`config.mk`:
```
export PLATFORM = sky130hd
export DESIGN_NAME = ambient_brightness_controller_core_flat
export DESIGN_NICKNAME = d
export VERILOG_FILES = /design/src/abc_pkg.sv /design/src/abc_in_if.sv /design/src/abc_out_if.sv /design/src/ambient_brightness_controller_core.sv /design/src/abc_in_reg.sv /design/src/abc_engine.sv /design/src/flat_wrapper.sv
export SDC_FILE = /design/constraint.sdc
export NUM_CORES = 1
export LEC_CHECK = 0
export BUFFER_PORTS_ARGS = -buffer_cell sky130_fd_sc_hd__buf_4
export CORE_MARGIN = 4
export CORE_UTILIZATION = 40
export DETAILED_ROUTE_END_ITERATION = 12
export PLACE_DENSITY = 0.57
export SLEW_MARGIN = 10
export SYNTH_ARGS = -nofsm -noshare
export SYNTH_HDL_FRONTEND = slang
export SYNTH_SLANG_ARGS = --single-unit
```
`constraint.sdc`:
```
create_clock -name i_clk -period 14.5 [get_ports i_clk]
set_input_delay 2.9 -clock i_clk [delete_from_list [all_inputs] [get_ports i_clk]]
set_output_delay 2.9 -clock i_clk [all_outputs]
set_load 0.01 [all_outputs]
```
`src/abc_pkg.sv`:
```
// ============================================================================
// abc_pkg: shared types and constants of the ambient brightness controller
// Field widths, command codes, register indexes, the level ladder and the
// reset values of the per-mode brightness levels.
// ============================================================================
package abc_pkg;

    localparam int LADDER_SIZE = 12;
    localparam int MODE_COUNT  = 3;

    localparam int OP_W      = 3;
    localparam int SAMPLE_W  = 10;
    localparam int LEVEL_W   = 8;
    localparam int MODE_W    = 2;
    localparam int STEP_W    = 4;
    localparam int SUM_W     = 16;
    localparam int COUNT_W   = 8;
    localparam int THRESH_W  = 16;
    localparam int CFG_IDX_W = 2;
    localparam int CFG_DAT_W = 16;

    localparam int HYST_LOW  = 500;
    localparam int HYST_HIGH = 1000;

    localparam logic [THRESH_W-1:0] LUX_LOW_RESET  = 16'd5000;
    localparam logic [THRESH_W-1:0] LUX_HIGH_RESET = 16'd30000;
    localparam logic [COUNT_W-1:0]  AVG_RESET      = 8'd200;
    localparam logic [MODE_W-1:0]   MODE_RESET     = 2'd1;
    localparam logic [STEP_W-1:0]   STEP_RESET     = 4'd6;

    // Command codes of the input transaction.
    typedef enum logic [OP_W-1:0] {
        OP_SAMPLE      = 3'd0,
        OP_SET_LEVEL   = 3'd1,
        OP_STEP_UP     = 3'd2,
        OP_STEP_DOWN   = 3'd3,
        OP_SELECT_MODE = 3'd4
    } t_op;

    // Configuration register indexes.
    localparam logic [CFG_IDX_W-1:0] CFG_LUX_LOW  = 2'd0;
    localparam logic [CFG_IDX_W-1:0] CFG_LUX_HIGH = 2'd1;
    localparam logic [CFG_IDX_W-1:0] CFG_AVG_CNT  = 2'd2;

    localparam logic [LEVEL_W-1:0] LADDER [16] = '{
        8'd20, 8'd30, 8'd40, 8'd50, 8'd62, 8'd77, 8'd95, 8'd118,
        8'd146, 8'd181, 8'd214, 8'd250, 8'd255, 8'd255, 8'd255, 8'd255
    };

    localparam logic [LEVEL_W-1:0] LEVEL_RESET [4] = '{
        8'd20, 8'd95, 8'd214, 8'd214
    };

    typedef struct packed {
        logic [OP_W-1:0]     op;
        logic [SAMPLE_W-1:0] sample;
        logic [LEVEL_W-1:0]  level_value;
        logic [MODE_W-1:0]   mode_value;
    } t_item;

    typedef struct packed {
        logic [LEVEL_W-1:0] pwm_level;
        logic [MODE_W-1:0]  bright_mode;
        logic               broadcast;
        logic               save_request;
    } t_result;

    typedef struct packed {
        logic [THRESH_W-1:0] lux_low;
        logic [THRESH_W-1:0] lux_high;
        logic [COUNT_W-1:0]  average_count;
    } t_cfg;

    function automatic logic [LEVEL_W-1:0] ladder_at(input logic [STEP_W-1:0] idx);
        return LADDER[idx];
    endfunction

    // First ladder index below the top whose entry reaches the level,
    // or the top index when none does.
    function automatic logic [STEP_W-1:0] find_step(input logic [LEVEL_W-1:0] level);
        logic [STEP_W-1:0] res;
        res = STEP_W'(LADDER_SIZE - 1);
        for (int s = LADDER_SIZE - 2; s >= 0; s--) begin
            if (LADDER[s] >= level) begin
                res = STEP_W'(s);
            end
        end
        return res;
    endfunction

endpackage

```
`src/abc_in_if.sv`:
```
// ============================================================================
// abc_in_if: input channel of the brightness controller
// Valid/ready handshake carrying one command or light sample.
// ============================================================================
interface abc_in_if;
    logic                          valid;
    logic                          ready;
    logic [abc_pkg::OP_W-1:0]      op;
    logic [abc_pkg::SAMPLE_W-1:0]  sample;
    logic [abc_pkg::LEVEL_W-1:0]   level_value;
    logic [abc_pkg::MODE_W-1:0]    mode_value;

    modport source (output valid, output op, output sample, output level_value,
                    output mode_value, input ready);
    modport sink   (input valid, input op, input sample, input level_value,
                    input mode_value, output ready);
endinterface

```
`src/abc_out_if.sv`:
```
// ============================================================================
// abc_out_if: result channel of the brightness controller
// Valid/ready handshake carrying the brightness state after one transaction.
// ============================================================================
interface abc_out_if;
    logic                         valid;
    logic                         ready;
    logic [abc_pkg::LEVEL_W-1:0]  pwm_level;
    logic [abc_pkg::MODE_W-1:0]   bright_mode;
    logic                         broadcast;
    logic                         save_request;

    modport source (output valid, output pwm_level, output bright_mode,
                    output broadcast, output save_request, input ready);
    modport sink   (input valid, input pwm_level, input bright_mode,
                    input broadcast, input save_request, output ready);
endinterface

```
`src/ambient_brightness_controller_core.sv`:
```
// A transaction accepted into the input register passes through the single-pass
// state update and is captured in the output register when that register is free.
// Throughput: one transaction per clock, limited only by the output handshake.
// Reset (i_rst_n low, synchronous) restores the thresholds, the mode levels,
// mode, ladder step and accumulator to their defaults and empties both stages.
// ============================================================================
// ambient_brightness_controller_core: ambient light driven PWM brightness
// Input register, single-pass state update and output register, with a
// plain write port for the three configuration registers.
// ============================================================================
module ambient_brightness_controller_core (
    input  logic                            i_clk,
    input  logic                            i_rst_n,
    input  logic                            i_cfg_we,
    input  logic [abc_pkg::CFG_IDX_W-1:0]   i_cfg_index,
    input  logic [abc_pkg::CFG_DAT_W-1:0]   i_cfg_data,
    abc_in_if.sink                          i_in,
    abc_out_if.source                       o_out
);

    abc_pkg::t_cfg    r_cfg;
    abc_pkg::t_item   item;
    abc_pkg::t_result result;
    abc_pkg::t_result r_out;
    logic             r_out_valid;
    logic             item_valid;
    logic             out_free;
    logic             fire;

    always_ff @(posedge i_clk) begin
        if (!i_rst_n) begin
            r_cfg <= '{lux_low:       abc_pkg::LUX_LOW_RESET,
                       lux_high:      abc_pkg::LUX_HIGH_RESET,
                       average_count: abc_pkg::AVG_RESET};
        end else if (i_cfg_we) begin
            case (i_cfg_index)
                abc_pkg::CFG_LUX_LOW:  r_cfg.lux_low  <= i_cfg_data;
                abc_pkg::CFG_LUX_HIGH: r_cfg.lux_high <= i_cfg_data;
                abc_pkg::CFG_AVG_CNT:  r_cfg.average_count <=
                                           i_cfg_data[abc_pkg::COUNT_W-1:0];
                default: begin
                end
            endcase
        end
    end

    // The output register takes a new result when it is empty or while the old one is being read.
    assign out_free = !r_out_valid || o_out.ready;
    assign fire     = item_valid && out_free;

    abc_in_reg u_in_reg (
        .i_clk   (i_clk),
        .i_rst_n (i_rst_n),
        .i_in    (i_in),
        .i_take  (out_free),
        .o_valid (item_valid),
        .o_item  (item)
    );

    abc_engine u_engine (
        .i_clk    (i_clk),
        .i_rst_n  (i_rst_n),
        .i_fire   (fire),
        .i_item   (item),
        .i_cfg    (r_cfg),
        .o_result (result)
    );

    always_ff @(posedge i_clk) begin
        if (!i_rst_n) begin
            r_out_valid <= 1'b0;
        end else if (fire) begin
            r_out_valid <= 1'b1;
        end else if (o_out.ready) begin
            r_out_valid <= 1'b0;
        end
    end

    always_ff @(posedge i_clk) begin
        if (fire) begin
            r_out <= result;
        end
    end

    assign o_out.valid        = r_out_valid;
    assign o_out.pwm_level    = r_out.pwm_level;
    assign o_out.bright_mode  = r_out.bright_mode;
    assign o_out.broadcast    = r_out.broadcast;
    assign o_out.save_request = r_out.save_request;

endmodule

```
`src/abc_in_reg.sv`:
```
// ============================================================================
// abc_in_reg: input register
// Captures one input transaction and holds it until the engine consumes it.
// ============================================================================
module abc_in_reg (
    input  logic           i_clk,
    input  logic           i_rst_n,
    abc_in_if.sink         i_in,
    input  logic           i_take,
    output logic           o_valid,
    output abc_pkg::t_item o_item
);

    logic           r_valid;
    abc_pkg::t_item r_item;

    // The register can load whenever it is empty or is being drained.
    assign i_in.ready = !r_valid || i_take;

    always_ff @(posedge i_clk) begin
        if (!i_rst_n) begin
            r_valid <= 1'b0;
        end else if (i_in.ready) begin
            r_valid <= i_in.valid;
        end
    end

    always_ff @(posedge i_clk) begin
        if (i_in.valid && i_in.ready) begin
            r_item <= '{op:          i_in.op,
                        sample:      i_in.sample,
                        level_value: i_in.level_value,
                        mode_value:  i_in.mode_value};
        end
    end

    assign o_valid = r_valid;
    assign o_item  = r_item;

endmodule

```
`src/abc_engine.sv`:
```
// ============================================================================
// abc_engine: brightness state and update logic
// Holds the mode levels, current mode, ladder step, light accumulator and
// manual hold, and computes the result of one transaction in one pass.
// ============================================================================
module abc_engine (
    input  logic             i_clk,
    input  logic             i_rst_n,
    input  logic             i_fire,
    input  abc_pkg::t_item   i_item,
    input  abc_pkg::t_cfg    i_cfg,
    output abc_pkg::t_result o_result
);

    logic [abc_pkg::LEVEL_W-1:0] r_levels [abc_pkg::MODE_COUNT];
    logic [abc_pkg::LEVEL_W-1:0] n_levels [abc_pkg::MODE_COUNT];
    logic [abc_pkg::MODE_W-1:0]  r_mode,  n_mode;
    logic [abc_pkg::STEP_W-1:0]  r_step,  n_step;
    logic [abc_pkg::SUM_W-1:0]   r_sum,   n_sum;
    logic [abc_pkg::COUNT_W-1:0] r_cnt,   n_cnt;
    logic                        r_hold,  n_hold;

    logic                        bc;
    logic                        save;
    logic                        refresh;
    logic [abc_pkg::SUM_W-1:0]   sum_new;
    logic [abc_pkg::COUNT_W:0]   cnt_next;
    logic [abc_pkg::SUM_W:0]     sum_x;
    logic [abc_pkg::SUM_W:0]     lo_x;
    logic [abc_pkg::SUM_W:0]     hi_x;
    logic [abc_pkg::STEP_W-1:0]  step_mv;

    always_comb begin
        n_levels = r_levels;
        n_mode   = r_mode;
        n_step   = r_step;
        n_sum    = r_sum;
        n_cnt    = r_cnt;
        n_hold   = r_hold;
        bc       = 1'b0;
        save     = 1'b0;
        refresh  = 1'b0;
        step_mv  = r_step;

        sum_new  = r_sum + abc_pkg::SUM_W'(i_item.sample[abc_pkg::SAMPLE_W-1:2]);
        cnt_next = {1'b0, r_cnt} + 1'b1;
        // One extra bit keeps the band edges from wrapping.
        sum_x    = {1'b0, sum_new};
        lo_x     = {1'b0, i_cfg.lux_low};
        hi_x     = {1'b0, i_cfg.lux_high};

        case (i_item.op)
            abc_pkg::OP_SAMPLE: begin
                if (cnt_next > {1'b0, i_cfg.average_count}) begin
                    if (r_hold) begin
                        save   = 1'b1;
                        n_hold = 1'b0;
                    end else begin
                        if (sum_x + (abc_pkg::SUM_W+1)'(abc_pkg::HYST_LOW) < lo_x) begin
                            n_mode = abc_pkg::MODE_W'(0);
                        end else if (sum_x > lo_x + (abc_pkg::SUM_W+1)'(abc_pkg::HYST_LOW)
                                && sum_x + (abc_pkg::SUM_W+1)'(abc_pkg::HYST_HIGH) < hi_x) begin
                            n_mode = abc_pkg::MODE_W'(1);
                        end else if (sum_x > hi_x + (abc_pkg::SUM_W+1)'(abc_pkg::HYST_HIGH)) begin
                            n_mode = abc_pkg::MODE_W'(2);
                        end
                        bc = 1'b1;
                    end
                    refresh = 1'b1;
                    n_sum   = '0;
                    n_cnt   = '0;
                end else begin
                    n_sum = sum_new;
                    n_cnt = cnt_next[abc_pkg::COUNT_W-1:0];
                end
            end
            abc_pkg::OP_SET_LEVEL: begin
                n_levels[r_mode] = i_item.level_value;
                n_hold           = 1'b1;
                bc               = 1'b1;
                refresh          = 1'b1;
            end
            abc_pkg::OP_STEP_UP: begin
                if (r_step < abc_pkg::STEP_W'(abc_pkg::LADDER_SIZE - 1)) begin
                    step_mv          = r_step + 1'b1;
                    n_levels[r_mode] = abc_pkg::ladder_at(step_mv);
                    n_hold           = 1'b1;
                    bc               = 1'b1;
                    refresh          = 1'b1;
                end
            end
            abc_pkg::OP_STEP_DOWN: begin
                if (r_step != '0) begin
                    step_mv          = r_step - 1'b1;
                    n_levels[r_mode] = abc_pkg::ladder_at(step_mv);
                    n_hold           = 1'b1;
                    bc               = 1'b1;
                    refresh          = 1'b1;
                end
            end
            abc_pkg::OP_SELECT_MODE: begin
                if (32'(i_item.mode_value) < abc_pkg::MODE_COUNT) begin
                    n_mode = i_item.mode_value;
                end
                refresh = 1'b1;
            end
            default: begin
            end
        endcase

        if (refresh) begin
            n_step = abc_pkg::find_step(n_levels[n_mode]);
        end

        o_result = '{pwm_level:    n_levels[n_mode],
                     bright_mode:  n_mode,
                     broadcast:    bc,
                     save_request: save};
    end

    always_ff @(posedge i_clk) begin
        if (!i_rst_n) begin
            for (int m = 0; m < abc_pkg::MODE_COUNT; m++) begin
                r_levels[m] <= abc_pkg::LEVEL_RESET[m];
            end
            r_mode <= abc_pkg::MODE_RESET;
            r_step <= abc_pkg::STEP_RESET;
            r_sum  <= '0;
            r_cnt  <= '0;
            r_hold <= 1'b0;
        end else if (i_fire) begin
            r_levels <= n_levels;
            r_mode   <= n_mode;
            r_step   <= n_step;
            r_sum    <= n_sum;
            r_cnt    <= n_cnt;
            r_hold   <= n_hold;
        end
    end

endmodule

```
`src/flat_wrapper.sv`:
```
// flat-port wrapper written by rule: the top's interface ports become plain ports
module ambient_brightness_controller_core_flat 
  (i_clk, i_rst_n, i_cfg_we, i_cfg_index, i_cfg_data, i_in_valid, i_in_op, i_in_sample, i_in_level_value, i_in_mode_value, i_in_ready, o_out_valid, o_out_pwm_level, o_out_bright_mode, o_out_broadcast, o_out_save_request, o_out_ready);
  abc_in_if i_in_i ();
  abc_out_if o_out_i ();
  input  logic i_clk;
  input  logic i_rst_n;
  input  logic i_cfg_we;
  input  logic [abc_pkg::CFG_IDX_W-1:0] i_cfg_index;
  input  logic [abc_pkg::CFG_DAT_W-1:0] i_cfg_data;
  input wire logic [$bits(i_in_i.valid)-1:0] i_in_valid;
  input wire logic [$bits(i_in_i.op)-1:0] i_in_op;
  input wire logic [$bits(i_in_i.sample)-1:0] i_in_sample;
  input wire logic [$bits(i_in_i.level_value)-1:0] i_in_level_value;
  input wire logic [$bits(i_in_i.mode_value)-1:0] i_in_mode_value;
  output wire logic [$bits(i_in_i.ready)-1:0] i_in_ready;
  output wire logic [$bits(o_out_i.valid)-1:0] o_out_valid;
  output wire logic [$bits(o_out_i.pwm_level)-1:0] o_out_pwm_level;
  output wire logic [$bits(o_out_i.bright_mode)-1:0] o_out_bright_mode;
  output wire logic [$bits(o_out_i.broadcast)-1:0] o_out_broadcast;
  output wire logic [$bits(o_out_i.save_request)-1:0] o_out_save_request;
  input wire logic [$bits(o_out_i.ready)-1:0] o_out_ready;
  assign i_in_i.valid = i_in_valid;
  assign i_in_i.op = i_in_op;
  assign i_in_i.sample = i_in_sample;
  assign i_in_i.level_value = i_in_level_value;
  assign i_in_i.mode_value = i_in_mode_value;
  assign i_in_ready = i_in_i.ready;
  assign o_out_valid = o_out_i.valid;
  assign o_out_pwm_level = o_out_i.pwm_level;
  assign o_out_bright_mode = o_out_i.bright_mode;
  assign o_out_broadcast = o_out_i.broadcast;
  assign o_out_save_request = o_out_i.save_request;
  assign o_out_i.ready = o_out_ready;
  ambient_brightness_controller_core u_core (.i_clk(i_clk), .i_rst_n(i_rst_n), .i_cfg_we(i_cfg_we), .i_cfg_index(i_cfg_index), .i_cfg_data(i_cfg_data), .i_in(i_in_i), .o_out(o_out_i));
endmodule
```
==> flow_summary.yaml, run 1 <==
clock_tree:
  h-tree-depth: 4
  cts_hold_buf: 0
  tritoncts: "done"
  cts_max_path_buffers: 2
  clk_transition_reported_paths_ps: 70
  cts.sinks: 130
  clk_latency_ps: 430
  cts_root_buffer: "clkbuf_16"
  post_cts_resized: 0
  numCtsBuffers: 17
  cts_setup_buffers: 0
floorplanning:
  die_h_um: 172
  rows: 59
  core_um2: 26200
  ios: 60
  start_util_pct: 41.0
  dieArea_um2: 29500
  die_x_um: 172
setup_path:
  cp.buffers_inverters: 2
  required_ps: 14820
  worstPathMaxFanout: 17
  critPathLaunchType: "flip-flop"
  crit_type: "reg -> reg"
  r2r_start: "u_core.u_in_reg.o_item[12]"
  path_common_cell: "ha_1"
  r2r_slack_ps: 7150
  critical-path-max-stage-delay_ps: 670
  path_delay_family: "compound AO/OA/AOI/OAI gates"
  reg2regPathDepth: 23
  worstPathCellList: "ha_1 -> fa_1 -> a211oi_2 -> o21a_1 -> o31ai_1 -> xnor2_1 -> clkinv_1 -> ha_1 -> nand4_1 -> a2111oi_0 -> o311ai_1 -> a211oi_1 -> nor3_1 -> a21boi_1 -> a2111oi_2 -> nor2_4 -> inv_2 -> mux2i_1 -> o22ai_2 -> or2_2 -> o31a_1 -> o21ai_0 -> a21oi_1"
  cp.arrival_ps: 7670
  critPathSlowestCell: "a2111oi_0"
  worstReg2RegEnd: "u_core.u_engine.r_step[0]"
  critPathCaptureType: "flip-flop"
placed_design:
  place_area_um2: 11400
  post-place-ws_ps: 7210
  gp_congestion: 0.912
  portBuffers: 57
  dp_hpwl_um: 23400
sta:
  setup_slack_ps: 7150
  max_slew_margin_pct: 28.2
  finalMaxSlewViolations: 0
  hold_viol: 0
  finClkSkew_ps: 12.5
  finalCritPeriodShare_pct: 50.7
  rsz0062_at_grt: "no"
  max_freq_mhz: 136
  fin_tns_setup_ps: 0
  finalCriticalPeriod_ps: 7350
  worst_pin_slew_ps: 1080
  setup_viol: 0
min_path:
  worstHoldPathCells: 2
  whs_endpoint: "u_core.r_cfg[9]"
  worstHoldStart: "u_core.r_cfg[9]"
  hp-class: "reg -> reg"
route:
  viasPerCell: 5.81
  drt_wl_total_um: 32000
  first_iter_violations: 805
  avgRoutedWirePerCell_um: 18.3
  via_count: 10200
  drc: 0
  dr.pass1.iters: 5
  ant_nets: 0
yosys:
  syn_nets: 1511
  avgSynthCellArea_um2: 7.78
  yosysWarnings: 0
  synth_area_um2: 10700
  seq_area_frac_synth_pct: 27.3
  async_flop_share_pct: 0
  synth-edff-count: 33
  synth_seq_cells: 130
  yosysUniqueCellTypes: 91
  synthCells: 1380
  ys.flop_type: "dfxtp_1"
global_routing:
  grt_pass1_wl_um: 51100
  gr-total-overflow: 0
  first_global_vias: 9443
  antenna_found_initial: 1
  grt_max_degree: 98
  grt_use_total_pct: 21.7
power:
  ir_worst_vdd_mv: 0.0638
  power_w: 0.00111
  power_density_nw_per_um2: 92.0
  p_leak_nw: 4.85
layout:
  n_antenna_cell: 0
  final_util_pct: 45.9
  drive_gt1_share_pct: 9.91
  areaGrowthSynthToFinish_pct: 12.0
  fin_area_um2: 12000
  fin_nets: 1531
  fillers: 2587
run:
  cap_violations: 0
status:
  status: "completed"
## per-layer routing
metal | GRT usage [%] | part of all wire, % | vias up
met3 | 3.24 | 5.1 | 55
met5 | 0 | 0.022 | -
met2 | 34.4 | 45 | 314
met1 | 30.4 | 48 | 4755
li1 | - | - | 5034
met4 | 6.94 | 2.4 | 2
## state kept, by name, summed over array words and instances (netlist names)
name and cells:
u_core.o_out.broadcast 1, u_core.u_engine.r_step 4, u_core.u_engine.r_hold 1, u_core.o_out.bright_mode 2, u_core.u_engine.r_levels 24, u_core.u_engine.r_cnt 8, u_core.o_out.pwm_level 8, u_core.u_engine.r_sum 16
u_core.u_engine.r_mode 2, u_core.o_out.valid 1, u_core.u_in_reg.o_item 21, u_core.u_in_reg.o_valid 1, u_core.r_cfg 40, u_core.o_out.save_request 1
## cells in the final DEF (no fill, tap or decap), types with 8 or more instances in the layout
cell type  instances
a21oi_1          108
nand3b_1           8
clkbuf_16         17
xnor2_1           47
o211ai_1          26
and3_1            10
nand2b_1          12
a21boi_0          43
nor3_1            36
and2_1            16
dfxtp_1           97
o31ai_1           11
ha_1              84
nand4_1            9
nor2b_1           28
buf_4             72
a21o_1            16
a31oi_1            8
nand2_1          195
mux2i_1           35
a211oi_1          13
nand3_1           39
o21ai_0          101
xor2_1            16
inv_1             65
edfxtp_1          33
nor4_1             9
nor2_1            87
o21a_1            15
## power breakdown
| group | internal [W] | switching, W | total, W |
|---|---|---|---|
| logic | 0.0000940 | 0.000147 | 0.000241 |
| registers | 0.000390 | 0.0000170 | 0.000407 |
| clock network | 0.000274 | 0.000185 | 0.000459 |
| total | 0.000758 | 0.000349 | 0.00111 |
## metrics by stage
stage | std cells | hold slack [ps]
final | 1748 | 470
after global routing | 1748 | 497
after CTS | 1748 | 471
after detailed placement | 1716 | 463
after global placement | 1716 | 456
after floorplan | 1380 | 443
## cells in the mapped netlist, types with 5 or more instances
master     count  area (µm²)
a2111oi_0      5        43.8
a211oi_1      13        97.6
a21boi_0      43         323
a21o_1        16         120
a21oi_1      108         541
a311oi_1       5        43.8
a31oi_1        8        50.1
and2_1        16         100
and3_1        10        62.6
buf_2          5        25.0
clkbuf_1      59         221
dfxtp_1       97        1940
edfxtp_1      33         991
ha_1          84        1050
inv_1         65         244
mux2_2         6        67.6
mux2i_1       35         350
nand2_1      195         732
nand2b_1      12        75.1
nand3_1       39         195
nand3b_1       8        60.1
nand4_1        9        56.3
nor2_1        87         327
nor2b_1       28         175
nor3_1        36         180
nor3b_1        5        37.5
nor4_1         9        56.3
o211a_1        7        70.1
o211ai_1      26         195
o21a_1        15         113
o21ai_0      101         505
o21ai_1        7        35.0
o221ai_1       7        61.3
o22ai_1        7        43.8
o31ai_1       11        82.6
or2_2          5        31.3
xnor2_1       47         412
xor2_1        16         140
## how the worst max path moves through the flow
stage | from | end | slack [ps] | cells past startpoint
after CTS | u_core.u_in_reg.o_item[12] | u_core.u_engine.r_step[0] | 7180 | 23
final | u_core.u_in_reg.o_item[12] | u_core.u_engine.r_step[0] | 7150 | 23
after detailed placement | u_core.u_in_reg.o_item[12] | u_core.u_engine.r_step[0] | 7210 | 23
after global routing | u_core.u_in_reg.o_item[19] | u_core.u_engine.r_step[0] | 6750 | 24
after floorplan | o_out_ready | i_in_ready | 8400 | 2
after global placement | u_core.u_in_reg.o_item[12] | u_core.u_engine.r_step[0] | 7330 | 23
## worst min-delay path, stage by stage, from the launching register on
cell,delay [ps]
dfxtp_1,310
nand2_1,50
a21boi_0,60
## cell type report
cell class	count	area, µm²	share of cell area (%)
Inverter	69	259	2.15
Multi-Input combinational cell	1110	7270	60.4
Tap cell	335	419	3.49
Timing Repair Buffer	72	541	4.50
Clock buffer	18	429	3.57
Clock inverter	14	176	1.47
Sequential cell	130	2930	24.4
## cell families (layout without fill, tap and decap cells)
kind of cell	count (synthesis)	after routing	synth area share, %
and+or+nand+nor	485	485	21.5
AOI/OAI and AO/OA	431	431	26.4
buffers and inverters	140	173	5.07
DFF	130	130	27.3
adders and majority gates	88	88	10.3
xor gates and xnor gates	65	65	5.50
muxes	41	41	3.89
No activity file was read; power rests on OpenSTA's default activity.
==> inputs of run 2 (changes only) <==
--- a/config.mk
+++ b/config.mk
@@ -5,6 +5,7 @@
 export SDC_FILE = /design/constraint.sdc
 export NUM_CORES = 1
 export LEC_CHECK = 0
+export ABC_AREA = 1
 export BUFFER_PORTS_ARGS = -buffer_cell sky130_fd_sc_hd__buf_4
 export CORE_MARGIN = 4
 export CORE_UTILIZATION = 40
==> constraint.sdc (replaced) <==
create_clock -name i_clk -period 7.6 [get_ports i_clk]
set_input_delay 1.52 -clock i_clk [delete_from_list [all_inputs] [get_ports i_clk]]
set_output_delay 1.52 -clock i_clk [all_outputs]
set_load 0.01 [all_outputs]
==> flow_summary.yaml, run 2 <==
yosys:
  synth_seq_cells: 130
  avgSynthCellArea_um2: 6.94
  synth_area_leaders: "dfxtp_1 (19%), nand2_1 (11%), ha_1 (10%)"
  seq_area_frac_synth_pct: 29.3
  yosysWarnings: 0
  async_flop_share_pct: 0
  synth.most_common_cell: "nand2_1"
  yosysUniqueCellTypes: 48
  synth_top_area_cell: "dfxtp_1"
  synthTopCellsByCount: "nand2_1 (293), inv_1 (179), a21oi_1 (166), o21ai_0 (138), dfxtp_1 (97)"
  synthCells: 1443
  ys.flop_type: "dfxtp_1"
  synth-edff-count: 33
  synth_area_um2: 10000
  syn_nets: 1574
  synth_top_area_share_pct: 19.4
floorplanning:
  ios: 60
  start_util_pct: 41.0
  die_h_um: 166
  dieArea_um2: 27600
  die_x_um: 166
  core_um2: 24500
  rows: 57
route:
  first_iter_violations: 788
  ant_nets: 0
  drc: 0
  via_count: 9715
  viasPerCell: 5.34
  avgRoutedWirePerCell_um: 16.2
  dr.pass1.iters: 5
  drt_wl_total_um: 29500
clock_tree:
  cts_setup_buffers: 0
  cts_root_buffer: "clkbuf_16"
  cts_hold_buf: 0
  clk_transition_reported_paths_ps: 70
  numCtsBuffers: 17
  cts_max_path_buffers: 2
  h-tree-depth: 4
  post_cts_resized: 0
  cts.sinks: 130
  tritoncts: "done"
  clk_latency_ps: 430
setup_path:
  critPathCaptureType: "flip-flop"
  critPathSlowestCell: "fa_1"
  critPathLaunchType: "flip-flop"
  crit_type: "reg -> reg"
  worstPathMaxFanout: 13
  reg2regPathDepth: 38
  cp.arrival_ps: 6550
  path_common_cell: "nand2_1"
  r2r_start: "u_core.u_in_reg.o_item[12]"
  r2r_slack_ps: 1360
  required_ps: 7910
  worstReg2RegEnd: "u_core.u_engine.r_step[1]"
  critical-path-max-stage-delay_ps: 400
min_path:
  whs_endpoint: "u_core.r_cfg[25]"
  hp-class: "reg -> reg"
  worstHoldStart: "u_core.r_cfg[25]"
  worstHoldPathCells: 2
sta:
  setup_slack_ps: 1360
  setup_viol: 0
  fin_tns_setup_ps: 0
  max_slew_margin_pct: 23.7
  worst_pin_slew_ps: 1140
  hold_viol: 0
  finClkSkew_ps: 11.4
  max_freq_mhz: 160
  finalCritPeriodShare_pct: 82.1
  rsz0062_at_grt: "no"
  finalCriticalPeriod_ps: 6240
  finalMaxSlewViolations: 0
layout:
  layout_common_cells: "nand2_1 (293), inv_1 (179), a21oi_1 (166)"
  regMostFlops: "u_core.r_cfg"
  layout_commonest_cell: "nand2_1"
  drive_gt1_share_pct: 10.2
  largest_reg_flops: 40
  final_util_pct: 46.4
  areaGrowthSynthToFinish_pct: 13.2
  n_antenna_cell: 0
  fin_nets: 1612
global_routing:
  antenna_found_initial: 0
  grt_max_degree: 59
  first_global_vias: 9068
  grt_use_total_pct: 20.9
  grt_pass1_wl_um: 47300
  gr-total-overflow: 0
power:
  ir_worst_vdd_mv: 0.112
  p_leak_nw: 5.13
  power_density_nw_per_um2: 186
  power_w: 0.00211
run:
  cap_violations: 0
status:
  status: "completed"
placed_design:
  post-place-ws_ps: 1410
  dp_hpwl_um: 21800
  gp_congestion: 0.879
  portBuffers: 57
-- run 2: cell types whose count changed in the layout (fill, tap and decap cells not counted), moves of 35 or more --
cell and delta:
a21boi_0 -43, mux2i_1 -35, a21oi_1 +58, nand2_1 +98, xnor2_1 -41, o21ai_0 +37
inv_1 +114
-- run 2: report_power, final --
group / internal (W) / switching, W / leakage, nW / total, W
combinational: 0.000152 / 0.000308 / 3.74 / 0.000461
sequential: 0.000749 / 0.0000277 / 1.11 / 0.000777
clock: 0.000516 / 0.000354 / 0.284 / 0.000869
-- run 2: layout make-up --
cell class / count / area (µm²)
repair buffers: 67 / 503
clock inverters: 13 / 146
fillers: 2512 / 13100
inverters: 192 / 721
well taps: 324 / 405
clock buffers: 19 / 464
multi-input cells: 1073 / 6170
flip-flops and latches: 130 / 2930
-- run 2: metrics by stage --
stage | instance area [µm²] | instances | hold WS (ps)
floorplan | 10000 | 1443 | 435
global placement | 10700 | 1786 | 458
detailed placement | 10700 | 1786 | 458
CTS | 11300 | 1818 | 468
global route | 11300 | 1818 | 490
finish | 11300 | 1818 | 469
-- run 2: how the worst max path moves through the flow --
stage / startpoint / endpoint / slack [ps] / depth (start not counted)
after floorplan: u_core.u_in_reg.o_item[12] / u_core.u_engine.r_step[0] / 2540 / 45
after global placement: u_core.u_in_reg.o_item[12] / u_core.u_engine.r_step[0] / 1520 / 44
after detailed placement: u_core.u_in_reg.o_item[12] / u_core.u_engine.r_step[1] / 1410 / 38
after CTS: u_core.u_in_reg.o_item[12] / u_core.u_engine.r_step[1] / 1390 / 38
after global routing: u_core.u_in_reg.o_item[12] / u_core.u_engine.r_step[1] / 760 / 39
final: u_core.u_in_reg.o_item[12] / u_core.u_engine.r_step[1] / 1360 / 38
-- run 2: worst max-delay path: cells and delay by family (launching register included) --
family	cells	cell delay, ps
compound gates	5	770
xor+xnor	2	500
fa+ha+maj	3	950
buf+inv	3	340
flops	1	360
simple gates	25	3190
-- run 2: cells by family (layout without fill, tap and decap cells) --
| family | after synthesis | in the layout | share of synthesized area, % |
|---|---|---|---|
| and+or+nand+nor | 549 | 549 | 24.5 |
| AOI/OAI and AO/OA | 384 | 384 | 21.1 |
| adders and majority gates | 85 | 85 | 10.7 |
| DFF | 130 | 130 | 29.3 |
| xor gates and xnor gates | 55 | 55 | 5.18 |
| buffers and inverters | 240 | 291 | 9.21 |
-- run 2: per-layer routing --
metal,global-route usage (%),share of wire (%),up-vias
met4,4.30,1.1,0
li1,-,-,4968
met3,3.26,4.9,26
met5,0,0,-
met2,33.9,45,241
met1,29.6,49,4480
==> inputs of run 3 (changes only) <==
==> constraint.sdc (replaced) <==
create_clock -name i_clk -period 6.5 [get_ports i_clk]
set_input_delay 1.3 -clock i_clk [delete_from_list [all_inputs] [get_ports i_clk]]
set_output_delay 1.3 -clock i_clk [all_outputs]
set_load 0.01 [all_outputs]
==> flow_summary.yaml, run 3 (synthesis gave the netlist of run 2 again) <==
status:
  status: "completed"
setup_path:
  crit_end: "u_core.u_engine.r_step[1]"
  r2r_slack_ps: 650
  r2r_start: "u_core.u_in_reg.o_item[12]"
  critPathSlowestCell: "fa_1"
  required_ps: 6810
  reg2regPathDepth: 38
  critical-path-max-stage-delay_ps: 420
  worstPathMaxFanout: 16
  critPathLaunchType: "flip-flop"
  critPathCaptureType: "flip-flop"
  crit_type: "reg -> reg"
  cp.arrival_ps: 6150
  worstReg2RegEnd: "u_core.u_engine.r_step[1]"
  path_common_cell: "nand2_1"
  critPathLaunch: "u_core.u_in_reg.o_item[12]"
route:
  dr.pass1.iters: 6
  via_count: 9709
  drc: 0
  ant_nets: 0
  drt_wl_total_um: 29300
  viasPerCell: 5.33
  first_iter_violations: 800
  avgRoutedWirePerCell_um: 16.1
layout:
  n_antenna_cell: 0
  fin_area_um2: 11400
  drive_gt1_share_pct: 10.6
  fillers: 2487
  regMostFlops: "u_core.r_cfg"
  areaGrowthSynthToFinish_pct: 13.3
  largest_reg_flops: 40
  layout_common_cells: "nand2_1 (292), inv_1 (179), a21oi_1 (166)"
  fin_nets: 1615
  layout_commonest_cell: "nand2_1"
clock_tree:
  numCtsBuffers: 17
  clk_latency_ps: 430
  cts_hold_buf: 0
  h-tree-depth: 4
  cts_root_buffer: "clkbuf_16"
  cts.sinks: 130
  tritoncts: "done"
  clk_transition_reported_paths_ps: 70
  cts_max_path_buffers: 2
global_routing:
  grt_use_total_pct: 21.1
  antenna_found_initial: 0
  first_global_vias: 9103
  gr-total-overflow: 0
  grt_max_degree: 59
  grt_pass1_wl_um: 47900
placed_design:
  dp_hpwl_um: 22000
  gp_congestion: 0.867
  portBuffers: 57
  place_area_um2: 10800
floorplanning:
  core_um2: 24500
  rows: 57
  start_util_pct: 41.0
  die_x_um: 166
  die_h_um: 166
  ios: 60
  dieArea_um2: 27600
sta:
  setup_viol: 0
  finalCritPeriodShare_pct: 89.9
  fin_tns_setup_ps: 0
  max_freq_mhz: 171
  finalMaxSlewViolations: 0
  max_slew_margin_pct: 41.4
  rsz0062_at_grt: "no"
  finClkSkew_ps: 13.3
  finalCriticalPeriod_ps: 5850
  worst_pin_slew_ps: 878
  hold_viol: 0
power:
  ir_worst_vdd_mv: 0.123
  power_w: 0.00239
  p_leak_nw: 5.13
  power_density_nw_per_um2: 211
min_path:
  worstHoldStart: "u_core.r_cfg[25]"
  hp-class: "reg -> reg"
run:
  cap_violations: 0
## run 3: per-layer routing
layer | routed length [µm] | part of all wire [%] | global-route usage [%] | up-vias
met4 | 433 | 1.5 | 5.09 | 0
met3 | 1840 | 6.3 | 3.95 | 32
met5 | 0 | 0 | 0 | -
met1 | 14000 | 48 | 29.5 | 4418
li1 | - | - | - | 4978
met2 | 13000 | 45 | 33.9 | 281
## run 3: power breakdown
part	internal (W)	switching, W
Clock	0.000531	0.000409
Combinational	0.000181	0.000364
Sequential	0.000876	0.0000328
## run 3: worst min path at each step
stage	endpoint	slack [ps]	cells after the start
after detailed placement	u_core.r_cfg[10]	460	2
after CTS	u_core.r_cfg[10]	470	2
after global placement	u_core.r_cfg[9]	460	2
after floorplan	u_core.r_cfg[10]	440	2
after global routing	u_core.r_cfg[10]	490	2
final	u_core.r_cfg[25]	470	2
## run 3: layout make-up
cell class | instances | area (µm²) | area share (%)
inverters | 192 | 721 | 6.35
repair buffers | 70 | 526 | 4.63
clock inverters | 14 | 133 | 1.17
clock buffers | 18 | 429 | 3.78
flip-flops and latches | 130 | 2930 | 25.8
well taps | 324 | 405 | 3.57
multi-input cells | 1073 | 6210 | 54.7
## run 3: metrics by stage
step / setup slack, ps / cells / hold slack (ps) / utilization [%]
global placement: 574 / 1789 / 456 / 44.0
detailed placement: 451 / 1789 / 457 / 44.0
floorplan: 1440 / 1443 / 435 / -
finish: 653 / 1821 / 469 / 46.4
global route: 45.8 / 1821 / 489 / 46.4
CTS: 401 / 1821 / 466 / 46.3
## run 3: timing repair
action / 4_1_cts / 5_1_grt
endpoints found under the setup margin: 0 / 2
resized for setup: 0 / 6
setup buffers: 0 / 0
## run 3: critical path, delay by kind of cell (launching register included)
family	cells	cell delay, ps
buffers and inverters	2	150
and+or+nand+nor	25	2900
DFF	1	390
AOI/OAI and AO/OA	5	750
adders and majority gates	4	1190
xor gates and xnor gates	2	330
